--- src/design/comfs_pkg.sv ---
// Shared constants, beat types, controller types and helpers for the
// center-of-mass frame shift block. No dependencies.
package comfs_pkg;

  localparam int MAX_BODIES = 64;
  localparam int BODY_AW    = (MAX_BODIES > 1) ? $clog2(MAX_BODIES) : 1;
  localparam int CNT_W      = $clog2(MAX_BODIES + 1);

  localparam int MASS_IN_W  = 16;
  localparam int DATA_W     = 32;
  localparam int MASS_W     = 22;
  localparam int PROD_W     = MASS_IN_W + DATA_W;
  localparam int SUM_W      = 54;
  // weighted mean stays within the range of the inputs: one extra bit
  localparam int COM_W      = DATA_W + 1;
  localparam int NUM_AXES   = 3;
  localparam int NUM_OPS    = 2 * NUM_AXES;
  localparam int OP_W       = $clog2(NUM_OPS);
  localparam int DIV_STEP_W = $clog2(SUM_W);

  typedef struct packed {
    logic [MASS_IN_W-1:0]     body_mass;
    logic signed [DATA_W-1:0] pos_x;
    logic signed [DATA_W-1:0] pos_y;
    logic signed [DATA_W-1:0] pos_z;
    logic signed [DATA_W-1:0] vel_x;
    logic signed [DATA_W-1:0] vel_y;
    logic signed [DATA_W-1:0] vel_z;
    logic                     final_body;
  } in_beat_t;

  typedef struct packed {
    logic signed [DATA_W-1:0] rel_pos_x;
    logic signed [DATA_W-1:0] rel_pos_y;
    logic signed [DATA_W-1:0] rel_pos_z;
    logic signed [DATA_W-1:0] rel_vel_x;
    logic signed [DATA_W-1:0] rel_vel_y;
    logic signed [DATA_W-1:0] rel_vel_z;
    logic                     last_out;
    logic                     zero_mass;
    logic                     overflowed;
  } out_beat_t;

  typedef enum logic [6:0] {
    S_LOAD      = 7'b0000001,
    S_ACC       = 7'b0000010,
    S_DIV_ISSUE = 7'b0000100,
    S_DIV_WAIT  = 7'b0001000,
    S_RD        = 7'b0010000,
    S_FILL      = 7'b0100000,
    S_SEND      = 7'b1000000
  } state_t;

  typedef struct packed {
    logic accept;
    logic div_start;
    logic div_capture;
    logic com_zero;
    logic rd_first;
    logic rd_next;
    logic fill;
    logic clear;
  } ctrl_cmd_t;

  typedef struct packed {
    logic mass_zero;
    logic count_zero;
    logic div_done;
    logic op_last;
    logic body_last;
  } ctrl_stat_t;

  // clamp a difference of two 33-bit values into 32 bits
  function automatic logic signed [DATA_W-1:0] sat_data(input logic signed [DATA_W+1:0] v);
    logic signed [DATA_W-1:0] r;
    if ((v[DATA_W+1:DATA_W-1] == 3'b000) || (v[DATA_W+1:DATA_W-1] == 3'b111)) begin
      r = v[DATA_W-1:0];
    end else if (v[DATA_W+1]) begin
      r = {1'b1, {(DATA_W-1){1'b0}}};
    end else begin
      r = {1'b0, {(DATA_W-1){1'b1}}};
    end
    return r;
  endfunction

endpackage

--- src/design/comfs_ctrl.sv ---
// Controller state machine: load phase, division sequence, emission.
// Depends on comfs_pkg.
module comfs_ctrl (
  input  logic                  clk,
  input  logic                  rst,
  input  logic                  body_valid,
  input  logic                  body_final,
  output logic                  body_stall,
  output logic                  result_valid,
  input  logic                  result_stall,
  input  comfs_pkg::ctrl_stat_t stat,
  output comfs_pkg::ctrl_cmd_t  cmd
);
  import comfs_pkg::*;

  state_t state, state_next;

  always_ff @(posedge clk) begin
    if (rst) begin
      state <= S_LOAD;
    end else begin
      state <= state_next;
    end
  end

  assign body_stall   = (state != S_LOAD);
  assign result_valid = (state == S_SEND);

  always_comb begin
    state_next = state;
    cmd        = '0;
    case (state)
      S_LOAD: begin
        if (body_valid) begin
          cmd.accept = 1'b1;
          if (body_final) begin
            state_next = S_ACC;
          end
        end
      end
      // last product lands in the sums at the end of this cycle
      S_ACC: begin
        if (stat.mass_zero) begin
          cmd.com_zero = 1'b1;
          state_next   = S_RD;
        end else begin
          state_next = S_DIV_ISSUE;
        end
      end
      S_DIV_ISSUE: begin
        cmd.div_start = 1'b1;
        state_next    = S_DIV_WAIT;
      end
      S_DIV_WAIT: begin
        if (stat.div_done) begin
          cmd.div_capture = 1'b1;
          state_next      = stat.op_last ? S_RD : S_DIV_ISSUE;
        end
      end
      S_RD: begin
        if (stat.count_zero) begin
          cmd.clear  = 1'b1;
          state_next = S_LOAD;
        end else begin
          cmd.rd_first = 1'b1;
          state_next   = S_FILL;
        end
      end
      S_FILL: begin
        cmd.fill   = 1'b1;
        state_next = S_SEND;
      end
      S_SEND: begin
        if (!result_stall) begin
          if (stat.body_last) begin
            cmd.clear  = 1'b1;
            state_next = S_LOAD;
          end else begin
            cmd.rd_next = 1'b1;
            state_next  = S_FILL;
          end
        end
      end
      default: begin
        state_next = S_LOAD;
      end
    endcase
  end

endmodule

--- config.mk ---
export PLATFORM = sky130hd
export DESIGN_NAME = comfs_ctrl
export DESIGN_NICKNAME = d
export VERILOG_FILES = /design/src/design/comfs_pkg.sv /design/src/design/comfs_ctrl.sv
export SDC_FILE = /design/constraint.sdc
export NUM_CORES = 1
export LEC_CHECK = 0
export BUFFER_PORTS_ARGS = -buffer_cell sky130_fd_sc_hd__buf_2
export CORE_AREA = 2 2 39 41
export CTS_CLUSTER_DIAMETER = 40
export DETAILED_ROUTE_END_ITERATION = 7
export DIE_AREA = 0 0 41 43
export GPL_ROUTABILITY_DRIVEN = 0
export GPL_TIMING_DRIVEN = 0
export PLACE_DENSITY = 0.77
export RECOVER_POWER = 100
export SYNTH_ARGS = -nofsm -noshare
export SYNTH_HDL_FRONTEND = slang
export SYNTH_SLANG_ARGS = --single-unit
export TNS_END_PERCENT = 50
--- constraint.sdc ---
create_clock -name clk -period 1.7 [get_ports clk]
set_input_delay 0.085 -clock clk [delete_from_list [all_inputs] [get_ports clk]]
set_output_delay 0.085 -clock clk [all_outputs]
set_load 0.01 [all_outputs]
# ---- Yosys cells after proc, flatten, opt, wreduce, memory -nomap -nowiden
# Index checks and enable logic that the tools add are counted.
dict set report totals {
  output_inout_bits 10
  elab_cells 40
  regBits 7
}
dict set report op_classes {
  reduce_logical 1
  n_eq_ne 12
  muxes 26
}
# op count
set ops {}
lappend ops {{one-hot mux 7 bit (7 select lines)} 1}
lappend ops {{two-way mux 7 bit} 4}
lappend ops {{two-way mux 1 bit} 16}
lappend ops {{two-way mux 6 bit} 2}
lappend ops {{two-way mux 5 bit} 2}
lappend ops {{inequality test 2 bit, second input constant} 4}
lappend ops {{equality test 7 x 1 -> 1 bit, second input constant} 1}
lappend ops {{equality test 7 x 2 -> 1 bit, second input constant} 1}
lappend ops {{equality test 7 x 3 -> 1 bit, second input constant} 1}
lappend ops {{equality test 7 x 4 -> 1 bit, second input constant} 1}
lappend ops {{equality test 7 x 5 -> 1 bit, second input constant} 1}
lappend ops {{equality test 7 x 6 -> 1 bit, second input constant} 1}
lappend ops {{equality test 7 bit, second input constant} 1}
lappend ops {{inequality test 7 x 1 -> 1 bit, second input constant} 1}
lappend ops {{AND reduction 4 bit} 1}
lappend ops {{one-hot mux 1 bit (2 select lines)} 1}

# ---- Depth between registers and ports, before layout
# Gate-level depths: netlist of the first run.
dict set report logic_depth {
  word_depth 3
  ltp_mapped 5
  depth_no_buf 4
}

# ---- Worst setup path before layout of the first run
# Ideal clock, no wire load.
dict set report synth_path {
  path_kind {flip-flop to flip-flop}
  start {reg state[6]}
  end {reg state[2]}
  t_arrival_ns 1.075
  path_buffers 1
  path_stages_with_launch 6
  setup_slack_ns 0.501
  cell_sequence {dfxtp_1 -> buf_4 -> nor2b_1 -> nand3_2 -> o221ai_2 -> nor2_1}
}
dict set report synth_between {
  elab_chain_cells 3
  word_cells_on_any_way 13
  classes_between {eq/ne: 11; mux: 1; reduce/logical: 1}
}
# element line_no
set synth_lines {}
lappend synth_lines {{from (decl)} comfs_ctrl.sv:16} ;# state_t state, state_next;
lappend synth_lines {{from (signal assigned)} comfs_ctrl.sv:22} ;# state <= state_next;
lappend synth_lines {{equality test 7 x 4 -> 1 bit (tied with other cells)} comfs_ctrl.sv:32} ;# case (state)
lappend synth_lines {{inequality test 2 bit (no source line)} n/a}
lappend synth_lines {{AND reduction 4 bit (no source line)} n/a}
# Several ways; a longest one is shown, not always the timed one.
# A chain may end at the register's enable or synchronous reset.

==> results.txt, run 1 <==
----------------------------------------------------
[Run status]
  Result of the run ... finished, final reports clean

[Power and ir drop]
  Leakage power figure ... 0.3196 nW
  Post-route total power ... 534.9 uW
  Maximum vdd ir drop ... 0.2750 mV
  Power density cells ... 759.3 mW/mm^2

[Layout]
  Flip-flop count of the largest register, all copies and words added ... 7
  Area Overhead vs Synth ... 21.08%
  Nets@finish ... 105
  Top reg by flops ... state
  Share of layout cells above drive strength 1 ... 29.79%
  Registers with the most flip-flops ... state (7)
  Inserted Diodes ... 0
  Count of filler cells inserted in the layout ... 139
  Leading cell type in the layout, fill and taps excluded ... nor2_1
  Leading cell types in the layout, fill and taps excluded ... nor2_1 (13), buf_2 (12), inv_1 (8), clkbuf_1 (7), dfxtp_1 (7)

[Global routing]
  Via count of the first global-routing pass ... 457
  Initial antenna violation count ... 0
  Global routing usage summed across all routing layers ... 17.00%
  Wire length of the first global-routing pass ... 1987 um
  Pin count of the biggest net entering global routing ... 11
  Total congestion overflow after global routing ... 0

[Clock tree]
  CTS tree ... built
  Setup Buffers After CTS ... 0
  Number of levels the H-tree was split into ... 1
  Number of sinks handled by clock tree synthesis ... 7
  CTS root buffer ... clkbuf_4
  Worst-skew pair later-pin latency ... 0.26 ns
  Cells resized by post-CTS repair ... 0
  Number of buffers inserted during clock tree synthesis ... 3
  Clock Pin Slew Worst Setup and Hold Paths ... 0.05 ns
  Number of buffers inserted for hold repair after clock tree synthesis ... 0
  CTS max path bufs ... 2

[Critical path]
  Crit start category ... flop
  Worst reg2reg endpoint ... state[2]
  Critical setup path kind ... flop to primary output
  Data arrival time of the critical path ... 1.45 ns
  Max Fanout on Critical Path ... 8
  Worst Reg2Reg Path Length in Cells ... 4
  Endpoint class of the critical path ... primary output
  Critical register-to-register path startpoint ... state[1]
  Required @ worst endpoint ... 1.62 ns
  R2R Setup Slk ... 0.19 ns

[Synth]
  Post-Syn Area ... 581.8 um^2
  Flip-flop and latch count after synthesis ... 7
  Cell taking the most area after synthesis ... dfxtp_1
  Warnings from Yosys ... 0
  Portion of synthesized cell area occupied by the leading cell type ... 24.09%
  Seq/Total Area, Yosys ... 24.09%
  Avg Inst Size Synth ... 8.194 um^2
  Post-synth net total ... 81
  Netlist cell types ... 35
  Cells after synthesis ... 71
  Leading cell types by total area after synthesis ... dfxtp_1 (24%), nor2_1 (8.4%), inv_1 (5.2%)

[Worst hold path]
  Endpoint of the worst hold path ... state[3]
  Origin of the worst min-delay path ... rst
  Path type of the worst min-delay path ... input pin to flop
  Worst Hold Path Cells ... 2

[Route]
  Post-route ant nets ... 0
  Overall via count from detail_route ... 597
  Number of detailed-routing iterations run before antenna repair ... 4
  Initial drt markers ... 3
  Sum of routed wire length over all layers ... 1244 um
  Wirelength per Cell ... 11.31 um
  DRC Markers ... 0
  Post-DR vias/cell ... 5.427

[Floorplanning]
  Total core area ... 0.001384 mm^2
  Total number of placement rows ... 14
  Die boundary height ... 43 um
  X dimension of the die ... 41 um
  Starting density of the core ... 42.04%
  Die area ... 0.001763 mm^2
  I/O Pins ... 20

[Timing]
  Final slew viol count ... 0
  Tightest Pin Transition ... 0.4383 ns
  RSZ-0062 raised after global routing ... no
  Final number of hold-violating endpoints ... 0
  FMAX ... 649.5 MHz
  Final setup fails ... 0
  Final period utilization ... 90.56%
  Final worst path period need ... 1.540 ns
  Headroom to the max-slew limit ... 70.78%
  Total negative slack ... 0 ns
  Worst setup skew after layout ... 0.0002724 ns

[Placed design]
  Number of I/O port buffers ... 19
  Post-DP HPWL ... 943.7 um

[Job]
  Max-cap check violation count ... 0

----------------------------------------------------
kinds of logic (layout without fill, tap and decap cells):
| family | Yosys count | in the layout | share of synthesized area, % |
|---|---|---|---|
| buf+inv | 12 | 35 | 11.18 |
| compound gates | 12 | 12 | 20.00 |
| flops | 7 | 7 | 24.09 |
| simple gates | 38 | 38 | 41.73 |
| xor+xnor | 2 | 2 | 3.011 |
Yosys cell counts, drive strengths merged:
cell type  instances
nor4b              2
xor2               2
a31oi              1
a211oi             2
nand3b             2
o2111ai            1
or2b               1
or3                1
o2bb2a             1
a21oi              1
nor2              14
nand2              3
and3b              1
o21ai              2
dfxtp              7
and3               1
nor3               5
inv                8
o221ai             1
and4b              2
and2               1
buf                4
o221a              1
a41oi              1
nor3b              1
nand4              1
a2bb2oi            1
nand3              2
nor2b              1
power by group:
group	total [mW]	leakage [nW]	switching, mW	internal, mW
clock network	0.156	0.0150	0.0662	0.0899
logic	0.186	0.248	0.109	0.0774
registers	0.193	0.0568	0.0154	0.177
per-layer routing:
layer / GRT usage, % / vias up / routed length (um)
met5: 0 / - / 0
met4: 12.00 / 0 / 35
met3: 4.712 / 5 / 110
met2: 23.75 / 33 / 561
met1: 21.36 / 261 / 536
li1: - / 298 / -
critical path, stage by stage (launching register included):
cell and delay [ns]:
dfxtp_1 0.30, buf_6 0.13, nor3_1 0.20, and4b_1 0.28, and2_1 0.14, clkbuf_1 0.14
worst max path at each step:
stage,slack [ns],end,cells after the start,start
after floorplan,0.50,state[2],5,state[6]
after global placement,0.34,state[2],4,state[1]
after detailed placement,0.33,state[2],4,state[5]
after CTS,0.17,cmd[4],4,state[5]
after global routing,0.03,state[4],4,state[2]
final,0.16,cmd[4],5,state[3]
per-stage QoR:
stage          std cells  hold slack [ns]  util (%)  worst slack, ns  cell area, um^2
2_1_floorplan         71           0.1635         -           0.5005            581.8
3_3_place_gp         106           0.2853     50.36           0.3351            696.9
3_5_place_dp         106           0.2884     50.36           0.3276            696.9
4_1_cts              110          0.02263     52.26           0.1694            723.2
5_1_grt              110          0.01932     50.90          0.02873            704.4
6_report             110          0.02023     50.90           0.1604            704.4
final cells by class:
cell class | instances | area [um^2] | share of cell area, %
Buffer | 4 | 35.03 | 4.973
Multi-Input combinational cell | 52 | 365.4 | 51.86
Clock buffer | 4 | 26.28 | 3.730
Sequential cell | 7 | 140.1 | 19.89
Timing Repair Buffer | 19 | 87.58 | 12.43
Tap cell | 16 | 20.02 | 2.842
Inverter | 8 | 30.03 | 4.263
(Power assumes the default switching activity.)
==> run 2, diff against run 1 <==
==> constraint.sdc (replaced) <==
create_clock -name clk -period 1.7 [get_ports clk]
set_input_delay 0.425 -clock clk [delete_from_list [all_inputs] [get_ports clk]]
set_output_delay 0.425 -clock clk [all_outputs]
set_load 0.01 [all_outputs]
==> run 2 against run 1 <==
Net effect: the run now ends with negative setup slack left; die area stayed put; highest routed layer unchanged; critical endpoint is now cmd[2]; worst setup slack got worse by 0.26 ns; global-route usage grew 3.7 points; largest power group is now combinational cells; non-clock buffer count grew 14; register-to-register slack got worse by 0.03 ns; final area is 28% higher; combinational power increased by 62%; utilization rose by 14 points; sequential cell count is the same; sequential share of layout area shrank 3.3 points.
==> results.txt, run 2 (synthesis gave the netlist of run 1 again) <==
----------------------------------------------------
[Layout]
  Leading cell types in the layout, fill and taps excluded ... buf_2 (19), buf_4 (13), nor2_1 (12), inv_1 (8), buf_6 (5)
  Count of filler cells inserted in the layout ... 107 (-23%)
  Nets@finish ... 119 (+13%)
  Flip-flop count of the largest register, all copies and words added ... 7 (unchanged)
  Top reg by flops ... state
  Non-Filler Cell Area, Final ... 898.4 um^2 (+28%)
  Registers with the most flip-flops ... state (7)
  Finished Core Util ... 64.92% (+14 points)
  Area Overhead vs Synth ... 54.41%
  Leading cell type in the layout, fill and taps excluded ... buf_2
  Inserted Diodes ... 0 (unchanged)
  Share of layout cells above drive strength 1 ... 57.41% (+28 points)

[Clock tree]
  Number of buffers inserted during clock tree synthesis ... 3 (unchanged)
  CTS tree ... built
  CTS root buffer ... clkbuf_4
  Worst-skew pair later-pin latency ... 0.26 ns (about the same)
  Number of sinks handled by clock tree synthesis ... 7 (unchanged)
  Number of levels the H-tree was split into ... 1 (unchanged)
  Clock Pin Slew Worst Setup and Hold Paths ... 0.05 ns (about the same)
  CTS max path bufs ... 2 (unchanged)

[Power and ir drop]
  Internal power consumption ... 425.4 uW (+23%)
  Maximum vdd ir drop ... 0.2924 mV (+6.3%)
  Switching Share ... 35.02% (-0.56 points)
  Share of power burned in registers ... 30.1% (-5.9 points)
  Clock share of power ... 24.0% (-5.2 points)
  Power share of the combinational group ... 45.9% (+11 points)
  Net switching power of the design ... 229.3 uW (+20%)
  Post-route total power ... 654.7 uW (+22%)
  Power density cells ... 728.8 mW/mm^2 (-4.0%)
  Leakage power figure ... 0.4562 nW (+43%)

[Route]
  Sum of routed wire length over all layers ... 1736 um (+40%)
  Wirelength per Cell ... 14.00 um (+24%)
  Initial drt markers ... 15 (+12)
  DRC Markers ... 0 (unchanged)
  Post-DR vias/cell ... 5.403 (-0.44%)
  Number of detailed-routing iterations run before antenna repair ... 4 (unchanged)
  Overall via count from detail_route ... 670 (+12%)
  Post-route ant nets ... 0 (unchanged)

[Critical path]
  Worst reg2reg endpoint ... state[4]
  Required @ worst endpoint ... 1.27 ns (-0.35 ns)
  Worst stage delay on the critical path ... 0.37 ns (+0.07 ns)
  Critical register-to-register path startpoint ... state[1]
  Slowest stage cell, crit path ... dfxtp_4
  Count of buffer and inverter cells on the critical path ... 2 (unchanged)
  Critical setup path kind ... flop to primary output
  R2R Setup Slk ... 0.16 ns (-0.03 ns)
  Max Fanout on Critical Path ... 7 (-1)
  Endpoint class of the critical path ... primary output
  Critical path cell sequence ... nor3_4 -> buf_4 -> nand3_2 -> nor3_2 -> buf_2
  Data arrival time of the critical path ... 1.37 ns (-0.08 ns)
  Cell family with the largest share of critical-path delay ... simple AND/OR/NAND/NOR gates
  Crit start category ... flop
  Worst Reg2Reg Path Length in Cells ... 7 (+3)

[Floorplanning]
  Total core area ... 0.001384 mm^2 (unchanged)
  I/O Pins ... 20 (unchanged)
  Die boundary height ... 43 um (unchanged)
  Die area ... 0.001763 mm^2 (unchanged)
  Starting density of the core ... 42.04% (unchanged)
  Total number of placement rows ... 14 (unchanged)
  X dimension of the die ... 41 um (unchanged)

[Global routing]
  Via count of the first global-routing pass ... 529 (+16%)
  Global routing usage summed across all routing layers ... 20.67% (+3.7 points)
  Total congestion overflow after global routing ... 0 (unchanged)
  Wire length of the first global-routing pass ... 2387 um (+20%)
  Initial antenna violation count ... 0 (unchanged)
  Pin count of the biggest net entering global routing ... 11 (unchanged)

[Timing]
  RSZ-0062 raised after global routing ... yes
  FMAX ... 556.9 MHz (-14%)
  Final setup slack of the worst path ... -0.09578 ns (-0.2562 ns)
  Tightest Pin Transition ... 0.3331 ns (-0.1052 ns)
  Tightest hold margin ... 0.3768 ns (+0.3566 ns)
  Final number of hold-violating endpoints ... 0 (unchanged)
  Total negative slack ... -0.4910 ns (-0.4910 ns)
  Final setup fails ... 8 (+8)
  Final period utilization ... 105.6% (+15 points)
  Headroom to the max-slew limit ... 77.48% (+6.7 points)
  Worst setup skew after layout ... 0.002369 ns (+0.002097 ns)
  Final slew viol count ... 0 (unchanged)
  Final worst path period need ... 1.796 ns (+0.2562 ns)

[Job]
  Max-cap check violation count ... 0 (unchanged)

[Run status]
  Violated checks ... negative setup slack
  Result of the run ... complete, but fails checks

[Placed design]
  Post-Place Cell Area ... 696.9 um^2 (unchanged)
  Post-DP HPWL ... 943.7 um (unchanged)
  Number of I/O port buffers ... 19 (unchanged)

[Worst hold path]
  Origin of the worst min-delay path ... rst
  Endpoint of the worst hold path ... state[3]
  Path type of the worst min-delay path ... input pin to flop
  Worst Hold Path Cells ... 2 (unchanged)

----------------------------------------------------
==> run 2: cell types whose count changed in the layout (fill, tap and decap cells not counted), moves of 3 or more <==
| cell | change |
|---|---|
| buf_2 | +7 |
| buf_4 | +12 |
| buf_6 | +3 |
| clkbuf_1 | -6 |
| dfxtp_1 | -5 |
| dfxtp_2 | +4 |
==> run 2: power by group through the flow <==
stage               clock (mW)  sequential (mW)  combinational [mW]
floorplan                    0            0.193               0.139
global placement             0            0.196               0.188
detailed placement           0            0.196               0.194
CTS                      0.157            0.194               0.219
global route             0.174            0.198               0.320
finish                   0.157            0.197               0.301
==> run 2: worst max-delay path by stage <==
stage                  start     end  depth (start not counted)
floorplan           state[6]  cmd[7]                          4
global placement    state[3]  cmd[4]                          5
detailed placement  state[5]  cmd[4]                          4
CTS                 state[3]  cmd[2]                          5
global route        state[1]  cmd[2]                          5
finish              state[1]  cmd[2]                          5
==> run 2: cell type report <==
type	count	area [um^2]	area share, %
Tap cell	16	20.02	2.228
Buffer	4	45.04	5.014
Clock buffer	4	26.28	2.925
Multi-Input combinational cell	52	424.2	47.21
Timing Repair Buffer	33	203.9	22.70
Sequential cell	7	148.9	16.57
Inverter	8	30.03	3.343
==> run 2: worst reg2reg max path, cell delays in order, from the launching register on <==
cell      delay, ns
dfxtp_4        0.37
nor3_4         0.19
buf_4          0.15
nand3_2        0.09
buf_4          0.15
buf_4          0.13
o221ai_2       0.26
nor2_1         0.09
==> run 2: routing by layer <==
layer  wire length, um  vias up  global-route usage, %
met5                 0        -                      0
met4                28        0                  12.00
met2               950       23                  31.25
met1               677      317                  25.41
li1                  -      326                      -
met3                79        4                  4.712
==> run 2: timing repair <==
item	4_1_cts	5_1_grt
hold buffers	0	0
cloned	0	1
setup endpoints to repair	10	12
hold endpoints to repair	0	0
setup buffers	7	6
pin swaps	7	7
resized for setup	9	11
==> run 2: metrics by stage <==
| step | worst slack [ns] | cells |
|---|---|---|
| 3_3_place_gp | 0.1128 | 106 |
| 6_report | -0.09578 | 124 |
| 5_1_grt | -0.1644 | 124 |
| 4_1_cts | -0.1072 | 117 |
| 2_1_floorplan | 0.2099 | 71 |
| 3_5_place_dp | 0.1111 | 106 |
==> run 3, diff against run 2 <==
Settings changed: CTS_BUF_LIST set to sky130_fd_sc_hd__clkbuf_16.
Clock period 1.7 ns to 2.1 ns, I/O delays scaled along.
==> run 3 against run 2 <==
Net effect: register-to-register slack improved by 0.39 ns; clock-buffer cell count is 1 lower; clock power increased by 110%; cell count fell by 11%; critical endpoint unchanged; non-clock buffer count shrank 14; sequential cell count is the same; the flow now finishes without violations; critical path depth down 1.
==> results.txt, run 3 (synthesis gave the netlist of run 1 again) <==
----------------------------------------------------
[Layout]
  Flip-flop count of the largest register, all copies and words added ... 7 (unchanged)
  Nets@finish ... 105 (-12%)
  Final Non-Filler Cells ... 110 (-11%)
  Inserted Diodes ... 0 (unchanged)
  Share of layout cells above drive strength 1 ... 29.79% (-28 points)
  Registers with the most flip-flops ... state (7)
  Top reg by flops ... state
  Area Overhead vs Synth ... 29.25%
  Leading cell types in the layout, fill and taps excluded ... nor2_1 (13), buf_2 (13), inv_1 (9), dfxtp_1 (7), clkbuf_1 (5)

[Critical path]
  Worst stage delay on the critical path ... 0.37 ns (about the same)
  Endpoint class of the critical path ... primary output
  Critical path cell sequence ... nor3_4 -> nand3_1 -> nor3_1 -> buf_2
  Required @ worst endpoint ... 1.57 ns (+0.30 ns)
  R2R Setup Slk ... 0.55 ns (+0.39 ns)
  Critical setup path kind ... flop to primary output
  Crit start category ... flop
  Worst Reg2Reg Path Length in Cells ... 4 (-3)
  Critical register-to-register path startpoint ... state[1]
  Slowest stage cell, crit path ... dfxtp_1
  Data arrival time of the critical path ... 1.44 ns (+0.07 ns)
  Worst reg2reg endpoint ... state[2]
  Max Fanout on Critical Path ... 7 (unchanged)

[Power and ir drop]
  Maximum vdd ir drop ... 0.4103 mV (+40%)
  Post-route total power ... 632.9 uW (-3.3%)
  Power density cells ... 841.6 mW/mm^2 (+15%)
  Leakage power figure ... 0.3510 nW (-23%)

[Route]
  Post-route ant nets ... 0 (unchanged)
  Number of detailed-routing iterations run before antenna repair ... 4 (unchanged)
  Post-DR vias/cell ... 5.291 (-2.1%)
  Sum of routed wire length over all layers ... 1291 um (-26%)
  Initial drt markers ... 6 (-9)
  DRC Markers ... 0 (unchanged)
  Wirelength per Cell ... 11.74 um (-16%)
  Overall via count from detail_route ... 582 (-13%)

[Floorplanning]
  Starting density of the core ... 42.04% (unchanged)
  Total number of placement rows ... 14 (unchanged)
  X dimension of the die ... 41 um (unchanged)
  Total core area ... 0.001384 mm^2 (unchanged)
  Die boundary height ... 43 um (unchanged)
  Die area ... 0.001763 mm^2 (unchanged)
  I/O Pins ... 20 (unchanged)

[Timing]
  Final number of hold-violating endpoints ... 0 (unchanged)
  Total negative slack ... 0 ns (+0.4910 ns)
  FMAX ... 508.4 MHz
  Final period utilization ... 93.67%
  Worst setup skew after layout ... 0.001079 ns (-0.001290 ns)
  Final setup fails ... 0 (-8)
  Final slew viol count ... 0 (unchanged)
  Tightest Pin Transition ... 0.4517 ns (+0.1186 ns)
  Tightest hold margin ... 0.4869 ns (+0.1102 ns)
  RSZ-0062 raised after global routing ... no
  Final worst path period need ... 1.967 ns
  Headroom to the max-slew limit ... 69.88% (-7.6 points)

[Job]
  Max-cap check violation count ... 0 (unchanged)

[Clock tree]
  Cells resized by post-CTS repair ... 0 (-9)
  Setup Buffers After CTS ... 0 (-7)
  Number of levels the H-tree was split into ... 1 (unchanged)
  CTS max path bufs ... 2 (unchanged)
  Number of buffers inserted for hold repair after clock tree synthesis ... 0 (unchanged)
  Number of sinks handled by clock tree synthesis ... 7 (unchanged)
  Worst-skew pair later-pin latency ... 0.23 ns (-0.03 ns)
  Number of buffers inserted during clock tree synthesis ... 3 (unchanged)
  Clock Pin Slew Worst Setup and Hold Paths ... 0.04 ns (about the same)
  CTS tree ... built
  CTS root buffer ... clkbuf_16

[Run status]
  Result of the run ... finished, final reports clean

[Global routing]
  Total congestion overflow after global routing ... 0 (unchanged)
  Via count of the first global-routing pass ... 495 (-6.4%)
  Pin count of the biggest net entering global routing ... 11 (unchanged)
  Wire length of the first global-routing pass ... 2083 um (-13%)
  Global routing usage summed across all routing layers ... 17.51% (-3.2 points)
  Initial antenna violation count ... 0 (unchanged)

[Worst hold path]
  Path type of the worst min-delay path ... input pin to flop
  Worst Hold Path Cells ... 2 (unchanged)
  Origin of the worst min-delay path ... rst
  Endpoint of the worst hold path ... state[3]

[Placed design]
  Number of I/O port buffers ... 19 (unchanged)
  Post-DP HPWL ... 943.7 um (unchanged)
  Cells after DPL ... 106 (unchanged)

----------------------------------------------------
## run 3: report_power, final
group          internal (mW)  switching (mW)  leakage [nW]
combinational         0.0629          0.0896         0.252
sequential             0.144          0.0126        0.0568
clock                  0.248          0.0756        0.0423
total                  0.455           0.178         0.351
## run 3: cell type report
type / count / area (um^2)
Inverter: 8 / 30.03
Timing Repair Buffer: 19 / 88.84
Buffer: 4 / 35.03
Sequential cell: 7 / 140.1
Multi-Input combinational cell: 52 / 359.1
Tap cell: 16 / 20.02
Clock buffer: 3 / 75.07
Clock inverter: 1 / 3.754
Fill cell: 125 / 631.9
## run 3: worst max-delay path by stage
stage / end / from / slack (ns)
2_1_floorplan: cmd[7] / state[6] / 0.51
3_3_place_gp: cmd[4] / state[3] / 0.41
6_report: cmd[2] / state[1] / 0.13
4_1_cts: cmd[4] / state[3] / 0.16
3_5_place_dp: cmd[4] / state[5] / 0.41
5_1_grt: cmd[7] / state[4] / 0.03
## run 3: per-stage QoR
stage                     util (%)  area, um^2  worst slack, ns
after global routing         54.34       752.0          0.02926
after CTS                    56.06       775.7           0.1559
final                        54.34       752.0           0.1329
after global placement       50.36       696.9           0.4128
after detailed placement     50.36       696.9           0.4111
after floorplan                  -       581.8           0.5099
## run 3: routing by layer
metal,global-route usage [%],share of wire [%],up-vias
met1,22.33,47,264
met5,0,0,-
met4,10.00,1.9,0
li1,-,-,296
met3,4.712,5.5,4
met2,25.31,45,18
## run 3: critical path, delay by kind of cell, from the launching register on
family | cells | cell delay [ns]
buffers and inverters | 1 | 0.15
flip-flops | 1 | 0.37
AND/OR/NAND/NOR | 3 | 0.68
